===== src/hw/rtl/egcd_pkg.sv =====
// shared types and constants for the extended gcd inverse solver
`default_nettype none
package egcd_pkg;

	localparam int OPERAND_WIDTH = 30;
	localparam int CNT_W = $clog2(OPERAND_WIDTH);
	// signed coefficient width: holds [-m, m] with margin
	localparam int COEF_W = OPERAND_WIDTH + 2;

	typedef enum logic [4:0] {
		ST_IDLE   = 5'b00001,
		ST_CHECK  = 5'b00010,
		ST_DIV    = 5'b00100,
		ST_UPDATE = 5'b01000,
		ST_FINAL  = 5'b10000
	} state_t;

	// controller to datapath commands
	typedef struct packed {
		logic load;
		logic div_init;
		logic div_step;
		logic update;
		logic finish;
	} cmd_t;

	// datapath to controller status
	typedef struct packed {
		logic rb_zero;
		logic div_last;
	} sts_t;

endpackage
`default_nettype wire


===== src/hw/rtl/egcd_ctrl.sv =====
// controller state machine sequencing the euclid steps
`default_nettype none
module egcd_ctrl (
	input  wire logic          clk,
	input  wire logic          arst_n,
	input  wire logic          start,
	output logic               busy,
	output logic               done,
	output egcd_pkg::cmd_t     cmd,
	input  wire egcd_pkg::sts_t sts
);

	egcd_pkg::state_t state_q, state_d;
	logic done_q;

	// next state and commands
	always_comb begin
		state_d = state_q;
		cmd     = '0;
		unique case (state_q)
			egcd_pkg::ST_IDLE: begin
				if (start) begin
					cmd.load = 1'b1;
					state_d  = egcd_pkg::ST_CHECK;
				end
			end
			egcd_pkg::ST_CHECK: begin
				if (sts.rb_zero) begin
					state_d = egcd_pkg::ST_FINAL;
				end else begin
					cmd.div_init = 1'b1;
					state_d      = egcd_pkg::ST_DIV;
				end
			end
			egcd_pkg::ST_DIV: begin
				cmd.div_step = 1'b1;
				if (sts.div_last) begin
					state_d = egcd_pkg::ST_UPDATE;
				end
			end
			egcd_pkg::ST_UPDATE: begin
				cmd.update = 1'b1;
				state_d    = egcd_pkg::ST_CHECK;
			end
			egcd_pkg::ST_FINAL: begin
				cmd.finish = 1'b1;
				state_d    = egcd_pkg::ST_IDLE;
			end
			default: begin
				state_d = egcd_pkg::ST_IDLE;
			end
		endcase
	end

	// state and result strobe registers
	always_ff @(posedge clk or negedge arst_n) begin
		if (!arst_n) begin
			state_q <= egcd_pkg::ST_IDLE;
			done_q  <= 1'b0;
		end else begin
			state_q <= state_d;
			done_q  <= cmd.finish;
		end
	end

	assign busy = (state_q != egcd_pkg::ST_IDLE);
	assign done = done_q;

endmodule
`default_nettype wire


===== src/hw/rtl/egcd_dp.sv =====
// datapath: remainders, coefficients, bit-serial divider and final fixup
`default_nettype none
module egcd_dp (
	input  wire logic                                  clk,
	input  wire logic [egcd_pkg::OPERAND_WIDTH-1:0]    modulus_m,
	input  wire logic [egcd_pkg::OPERAND_WIDTH-1:0]    operand_n,
	input  wire egcd_pkg::cmd_t                        cmd,
	output egcd_pkg::sts_t                             sts,
	output logic                                       solvable,
	output logic [egcd_pkg::OPERAND_WIDTH-1:0]         least_y
);

	localparam int W  = egcd_pkg::OPERAND_WIDTH;
	localparam int CW = egcd_pkg::COEF_W;

	logic [W-1:0]               m_q, ra_q, rb_q, rem_q, dvd_q;
	logic [CW-1:0]              ta_q, tb_q, prod_q;
	logic [egcd_pkg::CNT_W-1:0] cnt_q;
	logic                       solvable_q;
	logic [W-1:0]               least_y_q;

	logic [W:0]    trial;
	logic          ge;
	logic [W:0]    trial_sub;
	logic [CW-1:0] prod_next;
	logic          neg;
	logic [CW-1:0] mag_raw;
	logic [W-1:0]  mag;
	logic [W-1:0]  y_val;
	logic          gcd_one;

	// one restoring division step, quotient bit folded into q*tb
	always_comb begin
		trial     = {rem_q, dvd_q[W-1]};
		trial_sub = trial - {1'b0, rb_q};
		ge        = (trial >= {1'b0, rb_q});
		prod_next = {prod_q[CW-2:0], 1'b0} + (ge ? tb_q : '0);
	end

	// final reduction of the coefficient of n into [0, m)
	always_comb begin
		neg     = ta_q[CW-1];
		mag_raw = neg ? (CW'(0) - ta_q) : ta_q;
		mag     = (mag_raw == {2'b00, m_q}) ? '0 : mag_raw[W-1:0];
		if (neg) begin
			y_val = mag;
		end else begin
			y_val = (mag == '0) ? '0 : (m_q - mag);
		end
		gcd_one = (ra_q == W'(1)) && (m_q != '0);
	end

	// datapath registers
	always_ff @(posedge clk) begin
		if (cmd.load) begin
			m_q  <= modulus_m;
			ra_q <= modulus_m;
			rb_q <= operand_n;
			ta_q <= '0;
			tb_q <= CW'(1);
		end
		if (cmd.div_init) begin
			rem_q  <= '0;
			dvd_q  <= ra_q;
			prod_q <= '0;
			cnt_q  <= '0;
		end
		if (cmd.div_step) begin
			rem_q  <= ge ? trial_sub[W-1:0] : trial[W-1:0];
			dvd_q  <= {dvd_q[W-2:0], 1'b0};
			prod_q <= prod_next;
			cnt_q  <= cnt_q + 1'b1;
		end
		if (cmd.update) begin
			ra_q <= rb_q;
			rb_q <= rem_q;
			ta_q <= tb_q;
			tb_q <= ta_q - prod_q;
		end
		if (cmd.finish) begin
			solvable_q <= gcd_one;
			least_y_q  <= gcd_one ? y_val : '0;
		end
	end

	assign sts.rb_zero  = (rb_q == '0);
	assign sts.div_last = (cnt_q == egcd_pkg::CNT_W'(W - 1));
	assign solvable     = solvable_q;
	assign least_y      = least_y_q;

endmodule
`default_nettype wire


===== src/hw/rtl/extended_gcd_inverse_solver_unit.sv =====
// top level of the extended gcd negated-inverse solver
//
// usage: drive modulus_m and operand_n and raise start; the operands are
// taken at a rising edge where start is high and busy is low. busy stays
// high while the euclid iteration runs. when done pulses for one cycle,
// solvable and least_y hold the result: least_y is the smallest y in [0, m)
// with n*y = -1 mod m, or 0 when gcd(m, n) is not 1 or m is 0.
// each euclid step runs a check, the restoring divider (one quotient bit per
// cycle, OPERAND_WIDTH bits in all) and a coefficient update; after the last
// check come the final fixup and the done cycle.
// one item is in flight at a time; the next start can be taken in the cycle
// where done is high.
// reset clears the controller to idle with no strobe pending. the receiver
// cannot stall: each result must be captured in its done cycle.
`default_nettype none
module extended_gcd_inverse_solver_unit (
	input  wire logic                               clk,
	input  wire logic                               arst_n,
	input  wire logic                               start,
	output logic                                    busy,
	input  wire logic [egcd_pkg::OPERAND_WIDTH-1:0] modulus_m,
	input  wire logic [egcd_pkg::OPERAND_WIDTH-1:0] operand_n,
	output logic                                    done,
	output logic                                    solvable,
	output logic [egcd_pkg::OPERAND_WIDTH-1:0]      least_y
);

	egcd_pkg::cmd_t cmd;
	egcd_pkg::sts_t sts;

	// sequencing
	egcd_ctrl u_ctrl (
		.clk    (clk),
		.arst_n (arst_n),
		.start  (start),
		.busy   (busy),
		.done   (done),
		.cmd    (cmd),
		.sts    (sts)
	);

	// arithmetic
	egcd_dp u_dp (
		.clk       (clk),
		.modulus_m (modulus_m),
		.operand_n (operand_n),
		.cmd       (cmd),
		.sts       (sts),
		.solvable  (solvable),
		.least_y   (least_y)
	);

endmodule
`default_nettype wire

===== config.mk =====
export PLATFORM = sky130hd
export DESIGN_NAME = extended_gcd_inverse_solver_unit
export DESIGN_NICKNAME = d
export VERILOG_FILES = /design/src/hw/rtl/egcd_pkg.sv /design/src/hw/rtl/egcd_ctrl.sv /design/src/hw/rtl/egcd_dp.sv /design/src/hw/rtl/extended_gcd_inverse_solver_unit.sv
export SDC_FILE = /design/constraint.sdc
export NUM_CORES = 1
export LEC_CHECK = 0
export BUFFER_PORTS_ARGS = -buffer_cell sky130_fd_sc_hd__buf_4
export CAP_MARGIN = 5
export CORE_MARGIN = 4
export CORE_UTILIZATION = 50
export DETAILED_ROUTE_END_ITERATION = 16
export MAX_ROUTING_LAYER = met4
export PLACE_DENSITY = 0.67
export SLEW_MARGIN = 20
export SYNTH_ARGS = -nofsm -noshare
export SYNTH_HDL_FRONTEND = slang
export SYNTH_SLANG_ARGS = --single-unit

===== constraint.sdc =====
create_clock -name clk -period 11 [get_ports clk]
set_input_delay 1.1 -clock clk [delete_from_list [all_inputs] [get_ports clk]]
set_output_delay 1.1 -clock clk [all_outputs]
set_load 0.02 [all_outputs]

## Yosys cells after proc, flatten, opt, wreduce, memory -nomap -nowiden

Index checks and enable logic that the tools add are counted.

| storage, ports and cells | value |
|---|---|
| register bits | 288 |
| bits of input ports | 63 |
| output and inout port bits | 33 |
| logic and storage cells | 72 |

| cells by class | value |
|---|---|
| $add $sub $neg | 6 |
| order comparisons | 1 |
| equality and inequality tests | 11 |
| muxes and demuxes | 33 |
| reduce and logical (&&, ||, !) cells | 7 |

Operator list:

| cell | number |
|---|---|
| $mux W30 | 12 |
| $mux W32 | 8 |
| $logic_not A30 Y1 | 2 |
| $sub A30 B30 Y30 | 2 |
| $add A32 B32 Y32 | 1 |
| $eq A32 B30 Y1 | 1 |
| $sub A1 B32 Y32 const A | 1 |
| $sub A32 B32 Y32 | 1 |
| $ge A31 B30 Y1 | 1 |
| $eq A30 B1 Y1 const B | 1 |
| $reduce_bool A30 Y1 | 1 |
| $mux W5 | 5 |
| $pmux W5 S4 | 1 |
| $eq A5 B5 Y1 const B | 2 |
| $mux W1 | 7 |
| $add A5 B1 Y5 const B | 1 |
| $eq A5 B1 Y1 const B | 1 |
| $eq A5 B2 Y1 const B | 1 |
| $eq A5 B3 Y1 const B | 1 |
| $eq A5 B4 Y1 const B | 1 |
| $ne A5 B1 Y1 const B | 1 |
| $ne A2 B2 Y1 const B | 2 |
| $reduce_bool A2 Y1 | 2 |
| $reduce_and A2 Y1 | 1 |
| $logic_and A1 B1 Y1 | 1 |

## Longest topological paths before layout

Gate-level depths: netlist of run 1.

| depth | value |
|---|---|
| word-level depth | 7 |
| mapped depth | 27 |
| depth with buffers taken out | 23 |

## Modules after synthesis

From an unflattened synthesis of run 1, not the netlist that was laid out.

| second synthesis, totals | value |
|---|---|
| cells, all modules | 1,962 |
| area total of the unflattened synthesis | 19,924.1 um^2 |

By module, submodules not included:

| module | times used | cells an instance | area each (um^2) | sequential area each (um^2) |
|---|---|---|---|---|
| egcd_dp | 1 | 1,935 | 19,620.1 | 8,458.1 |
| egcd_ctrl | 1 | 27 | 304.0 | 151.4 |

## Worst setup path after synthesis of run 1

No wires, ideal clock.

| path | value |
|---|---|
| kind | register to register |
| start | reg u_ctrl.state_q[2] |
| end | reg u_dp.cnt_q[0] (netlist bit), enable pin |
| library setup time | 0.683 ns |
| arrival | 7.476 ns |
| data required time | 10.317 ns |
| setup slack | 2.841 ns |
| stages on the path, launching flop included | 5 |
| path buffers | 1 |
| period minus slack after synthesis | 8.159 ns |
| cells stage by stage | dfrtp_1 clkbuf_1 nor2_1 nand3_1 o21ai_0 |

| between the ends | value |
|---|---|
| cells in the longest elaborated chain, start to end | 3 |
| elaborated cells between the ends (all ways) | 5 |
| those cells by class | 2 x eq/ne; 2 x mux; 1 x reduce/logical |

Ends and longest elaborated chain:

| item | RTL line | text |
|---|---|---|
| from (decl) | egcd_ctrl.sv:13 | `egcd_pkg::state_t state_q, state_d;` |
| from (signal assigned) | egcd_ctrl.sv:58 | `state_q <= egcd_pkg::ST_IDLE;` |
| from (signal assigned) | egcd_ctrl.sv:61 | `state_q <= state_d;` |
| $eq A5 B3 Y1 / $eq A5 B2 Y1 (equally long branches) | egcd_ctrl.sv:20 | `unique case (state_q)` |
| $mux W1 | egcd_ctrl.sv:20 |  |
| $reduce_bool A2 Y1 (no source line) (*) | -- |  |
| to (signal assigned) | egcd_dp.sv:72 | `cnt_q <= cnt_q + 1'b1;` |
| to (decl) | egcd_dp.sv:18 | `logic [egcd_pkg::CNT_W-1:0] cnt_q;` |

Every way passes the cells marked *; elsewhere a longest branch is shown, timed or not.
A chain may end at the register's enable or synchronous reset.

## Worst setup path after layout of run 1

| path | value |
|---|---|
| start | reg u_dp.ta_q[11] |
| end | reg u_dp.least_y_q[28] (netlist: u_dp.least_y[28]), data pin |

| between the ends | value |
|---|---|
| cells in the longest elaborated chain, start to end | 7 |
| elaborated cells between the ends (all ways) | 8 |
| those cells by class | 2 x add/sub; 1 x eq/ne; 4 x mux; 1 x reduce/logical |

Ends and longest elaborated chain:

| item | RTL line | text |
|---|---|---|
| from (decl) | egcd_dp.sv:17 | `logic [CW-1:0] ta_q, tb_q, prod_q;` |
| from (signal assigned) | egcd_dp.sv:77 | `ta_q <= tb_q;` |
| $sub A1 B32 Y32 | egcd_dp.sv:43 | `mag_raw = neg ? (CW'(0) - ta_q) : ta_q;` |
| $mux W32 (*) | egcd_dp.sv:43 |  |
| $eq A32 B30 Y1 | egcd_dp.sv:44 | `mag = (mag_raw == {2'b00, m_q}) ? '0 : mag_raw[W-1:0];` |
| $mux W30 (*) | egcd_dp.sv:44 |  |
| $sub A30 B30 Y30 / $logic_not A30 Y1 (equally long branches) | egcd_dp.sv:48 | `y_val = (mag == '0) ? '0 : (m_q - mag);` |
| $mux W30 | egcd_dp.sv:48 |  |
| $mux W30 (*) | egcd_dp.sv:45 | `if (neg) begin` |
| to (signal assigned) | egcd_dp.sv:82 | `least_y_q <= gcd_one ? y_val : '0;` |
| to (decl) | egcd_dp.sv:20 | `logic [W-1:0] least_y_q;` |

Marked as above.

==> summary.txt, run 1 <==
STA
  – Setup TNS: 0 ns
  – Actual transition at the worst max-transition pin: 0.9652 ns
  – Final hold slack: 0.3552 ns
  – Max-slew violation count: 0
  – Fin worst setup slack: 3.878 ns
  – Fmax: 0.1404 GHz
  – Fin. Hold Viols: 0
  – Max transition margin: 33.99%
  – Crit path time final: 7.122 ns
  – RSZ-0062 raised after global routing: false
  – Fin crit share: 64.75%
  – Worst Skew: 0.02447 ns
  – Finish-stage setup viols: 0

Floorplanning
  – I/O pins: 96
  – Die area: 43140 um2
  – Die Wd: 207.7 um
  – Site row count: 72
  – Core Box Area: 39010 um2
  – Die Ht: 207.7 um
  – Initial core utilization: 51.12%

Clock tree
  – H-tree Lvls: 2
  – # Post-CTS Setup Buffers: 0
  – Num CTS Buffers: 34
  – Cts hold-fix bufs: 0
  – CTS root buf: clkbuf_16
  – Sink Count: 288
  – Clk_lat worst skew: 0.55 ns
  – Post-CTS resize count: 0
  – CTS tree: built
  – Clk buf depth: 3
  – Clock transition at path regs: 0.06 ns

Critical path
  – Worst-path fanout max: 40
  – Critical path class: reg -> reg
  – Reg-to-reg setup timing slack: 3.88 ns
  – Crit path DAT: 7.39 ns
  – CP endpoint kind: flop
  – FF-to-FF path depth: 20
  – CP required: 11.27 ns
  – Startpoint Class: flop

Layout
  – Area Growth Syn to Fin: 10.86%
  – Diode count: 0
  – Nets: 2317
  – Layout cells sized above 1: 9.655%
  – Finished Cell Area: 22110 um2
  – Commonest non-fill, non-tap cells in the layout: edfxtp_1, nand2_1, nor2_1
  – Non-Filler Instances: 2662
  – Most common cell after layout, fill and taps aside: edfxtp_1

GRT
  – Grt total ovfl: 0
  – Largest net degree at the start of global routing: 79
  – Global route hottest layer: met2
  – Met3 usage: 3.053%
  – First-pass GRT wire length: 90880 um
  – GR Util met2: 42.20%
  – All-layer global routing usage: 27.06%
  – Initial antenna violation count: 0
  – Routing usage on met1: 37.33%
  – Vias in the first global route: 15520

Route
  – Vias after detailed routing: 16330
  – Vias per cell: 6.135
  – Initial DRT Pass Iterations: 10
  – DR DRC count: 0
  – Antenna Violating Nets Remaining: 0
  – DRT iter0 DRCs: 1530
  – Routed WL per cell: 22.13 um
  – WL final: 58920 um

Placement
  – Dpl cell area: 21020 um2
  – Gpl congestion: 0.9502
  – Dpl ws: 4.035 ns
  – Placed insts: 2604
  – I/O Buffers: 95
  – DP Wirelength: 43410 um

Synth
  – Mapped Area: 19940 um2
  – Asr flop ratio synth: 2.083%
  – Synth Register Bits: 288
  – Top_reg_cell synth: edfxtp_1
  – EDFF count, synth: 281
  – Register area share after synthesis: 43.18%
  – Yosys warnings: 0
  – Syn nets: 2254
  – Mapped Avg Cell Area: 9.684 um2
  – Synth Instances: 2059
  – Yosys cell types: 98

Power
  – Max VDD drop: 0.1206 mV
  – PD cells: 240.6 nW/um2
  – LEAKAGE: 8.698 nW

Run
  – Max-cap viol count: 0

Hold path
  – Worst Hold Class: in -> async

Status
  – Status: finished clean
==> through the flow <==
step	utilization (%)	total power [mW]
after floorplan	-	3.539
after global placement	53.89	4.129
after detailed placement	53.89	4.145
after CTS	56.67	5.298
after global routing	56.67	5.646
final	56.67	5.319
==> area by class of cell <==
type                       count  area [um2]
multi-input combinational   1577       10520
fill                        3460       16900
timing repair buffer         111       833.3
clock inverter                16       162.7
tap                          518       648.1
inverter                     110       412.9
clock buffer                  42       922.1
sequential                   288        8610
==> synthesized netlist by cell type (all sizes together), types with 41 or more instances <==
cell type  instances  share of area, %
and2              72               2.3
edfxtp           281                42
xnor2             96               4.3
nor3              48               1.2
o21ai            104               2.6
a21o              41               1.5
ha               128               8.0
a21oi            136               3.4
nor4              41               1.5
nand3             44               1.3
xor2              56               2.5
clkbuf            62               1.5
inv              110               2.1
nor2             144               2.7
nand2            255               4.8
==> logic make-up (layout without fill, tap and decap cells) <==
family | Yosys count | in the layout | synth area share, %
xor+xnor | 153 | 153 | 6.833
buf+inv | 194 | 279 | 4.342
fa+ha+maj | 132 | 132 | 8.433
mux | 8 | 8 | 0.4016
simple gates | 764 | 764 | 19.38
compound gates | 520 | 520 | 17.44
flops | 288 | 288 | 43.18
==> report_power, final <==
group	leakage (nW)	switching, mW	internal [mW]
combinational	5.50	1.48	0.971
clock	0.529	0.472	0.666
sequential	2.67	0.238	1.50
==> final timing paths <==
check | startpoint | endpoint
setup / recovery | u_dp.ta_q[11] | u_dp.least_y[28]
hold / removal | arst_n | u_ctrl.done
setup reg to reg | u_dp.ta_q[11] | u_dp.least_y[28]
hold reg to reg | u_dp.ra_q[0] | u_dp.dvd_q[0]
max in group asynchronous | arst_n | u_ctrl.state_q[0]
min in group clk | u_dp.ra_q[0] | u_dp.dvd_q[0]
==> critical path, stage by stage, from the launching register on <==
cell and delay, ns:
edfxtp_1 0.66, nor4_2 0.86, nand3_1 0.39, o31ai_1 0.55, mux2i_1 0.29, nand4_1 0.15
nor4_1 0.21, or4b_4 0.76, and2_1 0.27, ha_1 0.20, fa_1 0.41, inv_1 0.08
a21o_1 0.12, a41oi_1 0.20, o211a_1 0.33, o211ai_1 0.35, a211oi_1 0.20, o31ai_1 0.42
a31oi_1 0.16, xor2_1 0.15, o22ai_1 0.09
==> per-layer routing <==
| layer | vias up | share of wire (%) |
|---|---|---|
| li1 | 7715 | - |
| met1 | 7926 | 45 |
| met2 | 579 | 46 |
| met3 | 111 | 6.1 |
| met4 | 0 | 3.3 |
| met5 | - | 0 |
==> sequential cells by signal, indices dropped and copies added (netlist names), 30 cells and up <==
signal	cells
u_dp.m_q	30
u_dp.tb_q	32
u_dp.rem_q	30
u_dp.ta_q	32
u_dp.rb_q	30
u_dp.dvd_q	30
u_dp.least_y	30
u_dp.prod_q	32
u_dp.ra_q	30
No activity file was read; power rests on OpenSTA's default activity.
==> run 2: changes to the inputs <==
Clock period 11 ns to 7.1 ns, I/O delays scaled along.
==> run 2 against run 1 <==
  * Combinational power grew 57%
  * Via count shrank 0.31%
  * Sequential cell count is the same
  * Clock power grew 49%
  * Non-clock buffer count grew 18
  * Global-route usage grew 0.37 points
  * Die area is the same
  * Register-to-register slack lost 3.5 ns
  * Worst setup slack lost 3.5 ns
  * Count of clock-buffer cells in the layout shrank 3
==> summary.txt, run 2 (same netlist as run 1, synthesis figures left out) <==
Status
  – Status: finished clean

Critical path
  – FF-to-FF path depth: 22
  – Worst-path fanout max: 23
  – Crit path DAT: 6.99 ns
  – Reg-to-reg setup timing slack: 0.38 ns
  – Startpoint Class: flop
  – CP required: 7.37 ns
  – CP endpoint kind: flop
  – Critical path class: reg -> reg

Route
  – DRT iter0 DRCs: 1302
  – Vias per cell: 6.061
  – Initial DRT Pass Iterations: 5
  – DR DRC count: 0
  – Routed WL per cell: 22.11 um
  – Antenna Violating Nets Remaining: 0
  – WL final: 59400 um
  – Vias after detailed routing: 16280

Floorplanning
  – Die area: 43140 um2
  – Core Box Area: 39010 um2
  – Die Ht: 207.7 um
  – I/O pins: 96
  – Site row count: 72
  – Initial core utilization: 51.12%
  – Die Wd: 207.7 um

STA
  – Fin crit share: 94.67%
  – Worst Skew: 0.02493 ns
  – Actual transition at the worst max-transition pin: 1.096 ns
  – RSZ-0062 raised after global routing: false
  – Setup TNS: 0 ns
  – Fin worst setup slack: 0.3781 ns
  – Crit path time final: 6.722 ns
  – Finish-stage setup viols: 0
  – Max-slew violation count: 0
  – Max transition margin: 26.00%
  – Fin. Hold Viols: 0
  – Fmax: 0.1488 GHz

Layout
  – Nets: 2335
  – Area Growth Syn to Fin: 11.59%
  – Non-Filler Instances: 2686
  – Commonest non-fill, non-tap cells in the layout: edfxtp_1, nand2_1, nor2_1
  – Largest registers: u_dp.prod_q: 32 flops, u_dp.ta_q: 32 flops, u_dp.tb_q: 32 flops
  – Layout cells sized above 1: 10.44%
  – FILL cells: 3428
  – Most common cell after layout, fill and taps aside: edfxtp_1

Clock tree
  – Clk_lat worst skew: 0.56 ns
  – CTS tree: built
  – Clk buf depth: 3
  – CTS root buf: clkbuf_16
  – # Post-CTS Setup Buffers: 0
  – Num CTS Buffers: 34
  – Sink Count: 288
  – Clock transition at path regs: 0.06 ns
  – H-tree Lvls: 2

GRT
  – Initial antenna violation count: 1
  – Grt total ovfl: 0
  – Routing usage on met1: 36.89%
  – All-layer global routing usage: 27.43%
  – First-pass GRT wire length: 91290 um
  – Largest net degree at the start of global routing: 75
  – Met3 usage: 3.597%
  – Global route hottest layer: met2
  – Vias in the first global route: 15580
  – GR Util met2: 43.55%

Power
  – Max VDD drop: 0.2704 mV
  – PD cells: 369.3 nW/um2
  – LEAKAGE: 8.790 nW

Placement
  – Dpl ws: 0.4190 ns
  – Placed insts: 2620
  – DP Wirelength: 44360 um
  – I/O Buffers: 95
  – Gpl congestion: 0.9811

Hold path
  – Hold Path Depth: 1
  – Worst Hold Class: in -> reg

Run
  – Max-cap viol count: 0
run 2: changes by cell type in the layout (fill, tap and decap cells not counted), moves of 2 or more:
cell | previous run | this run
buf_4 | 111 | 127
clkbuf_8 | 2 | 0
clkinv_2 | 5 | 9
clkinvlp_4 | 2 | 0
diode_2 | 0 | 4
run 2: timing repair:
action	4_1_cts	5_1_grt
endpoints found under the setup margin	0	4
resized for setup	0	3
hold endpoints to repair	5	0
hold buffers	1	0
run 2: where the power goes:
group	total (mW)	switching (mW)	internal [mW]
Sequential	2.68	0.361	2.32
Clock	1.70	0.737	0.960
Combinational	3.85	2.31	1.54
Total	8.22	3.40	4.81
run 2: final timing paths:
path / start / to
worst max-delay path: u_dp.ta_q[1] / u_dp.least_y[28]
max in group asynchronous: arst_n / u_ctrl.state_q[0]
worst min-delay path: modulus_m[11] / u_dp.m_q[11]
min in group asynchronous: arst_n / u_ctrl.state_q[4]
worst min register to register: u_dp.dvd_q[0] / u_dp.dvd_q[0]
worst max register to register: u_dp.ta_q[1] / u_dp.least_y[28]
run 2: worst max-delay path: stages, from the launching register on:
cell	delay, ns
edfxtp_1	0.50
inv_1	0.20
ha_1	0.25
or4b_1	0.52
o21ai_1	0.22
mux2i_1	0.11
a2111oi_1	0.63
nand4_1	0.17
nor4_1	0.32
or4b_4	0.68
and2_1	0.24
ha_1	0.20
fa_1	0.41
inv_1	0.07
a21o_1	0.12
a41oi_1	0.20
o211a_1	0.32
o211ai_1	0.30
a211oi_1	0.19
o31ai_1	0.39
a31oi_1	0.15
xor2_1	0.14
o22ai_1	0.09
run 2: through the flow:
stage | power, mW | util, % | hold WS [ns] | area, um2
2_1_floorplan | 5.466 | - | 0.4144 | 19940
3_3_place_gp | 6.424 | 54.20 | 0.4897 | 21140
3_5_place_dp | 6.453 | 54.20 | 0.4957 | 21140
4_1_cts | 8.180 | 56.90 | 0.3134 | 22200
5_1_grt | 8.735 | 57.04 | 0.3203 | 22250
6_report | 8.218 | 57.04 | 0.3412 | 22250
run 2: metal layers:
metal,wire (um),vias up
li1,-,7766
met1,26460,7939
met2,27820,471
met3,3161,104
met4,1956,0
met5,0,-
run 2: layout make-up:
class | instances | area [um2] | share of cell area (%)
multi-input combinational | 1577 | 10540 | 47.35
sequential | 288 | 8610 | 38.69
timing repair buffer | 129 | 991.0 | 4.453
clock buffer | 39 | 869.6 | 3.908
tap | 518 | 648.1 | 2.913
inverter | 110 | 412.9 | 1.856
clock inverter | 21 | 175.2 | 0.7872
antenna | 4 | 10.01 | 0.04498
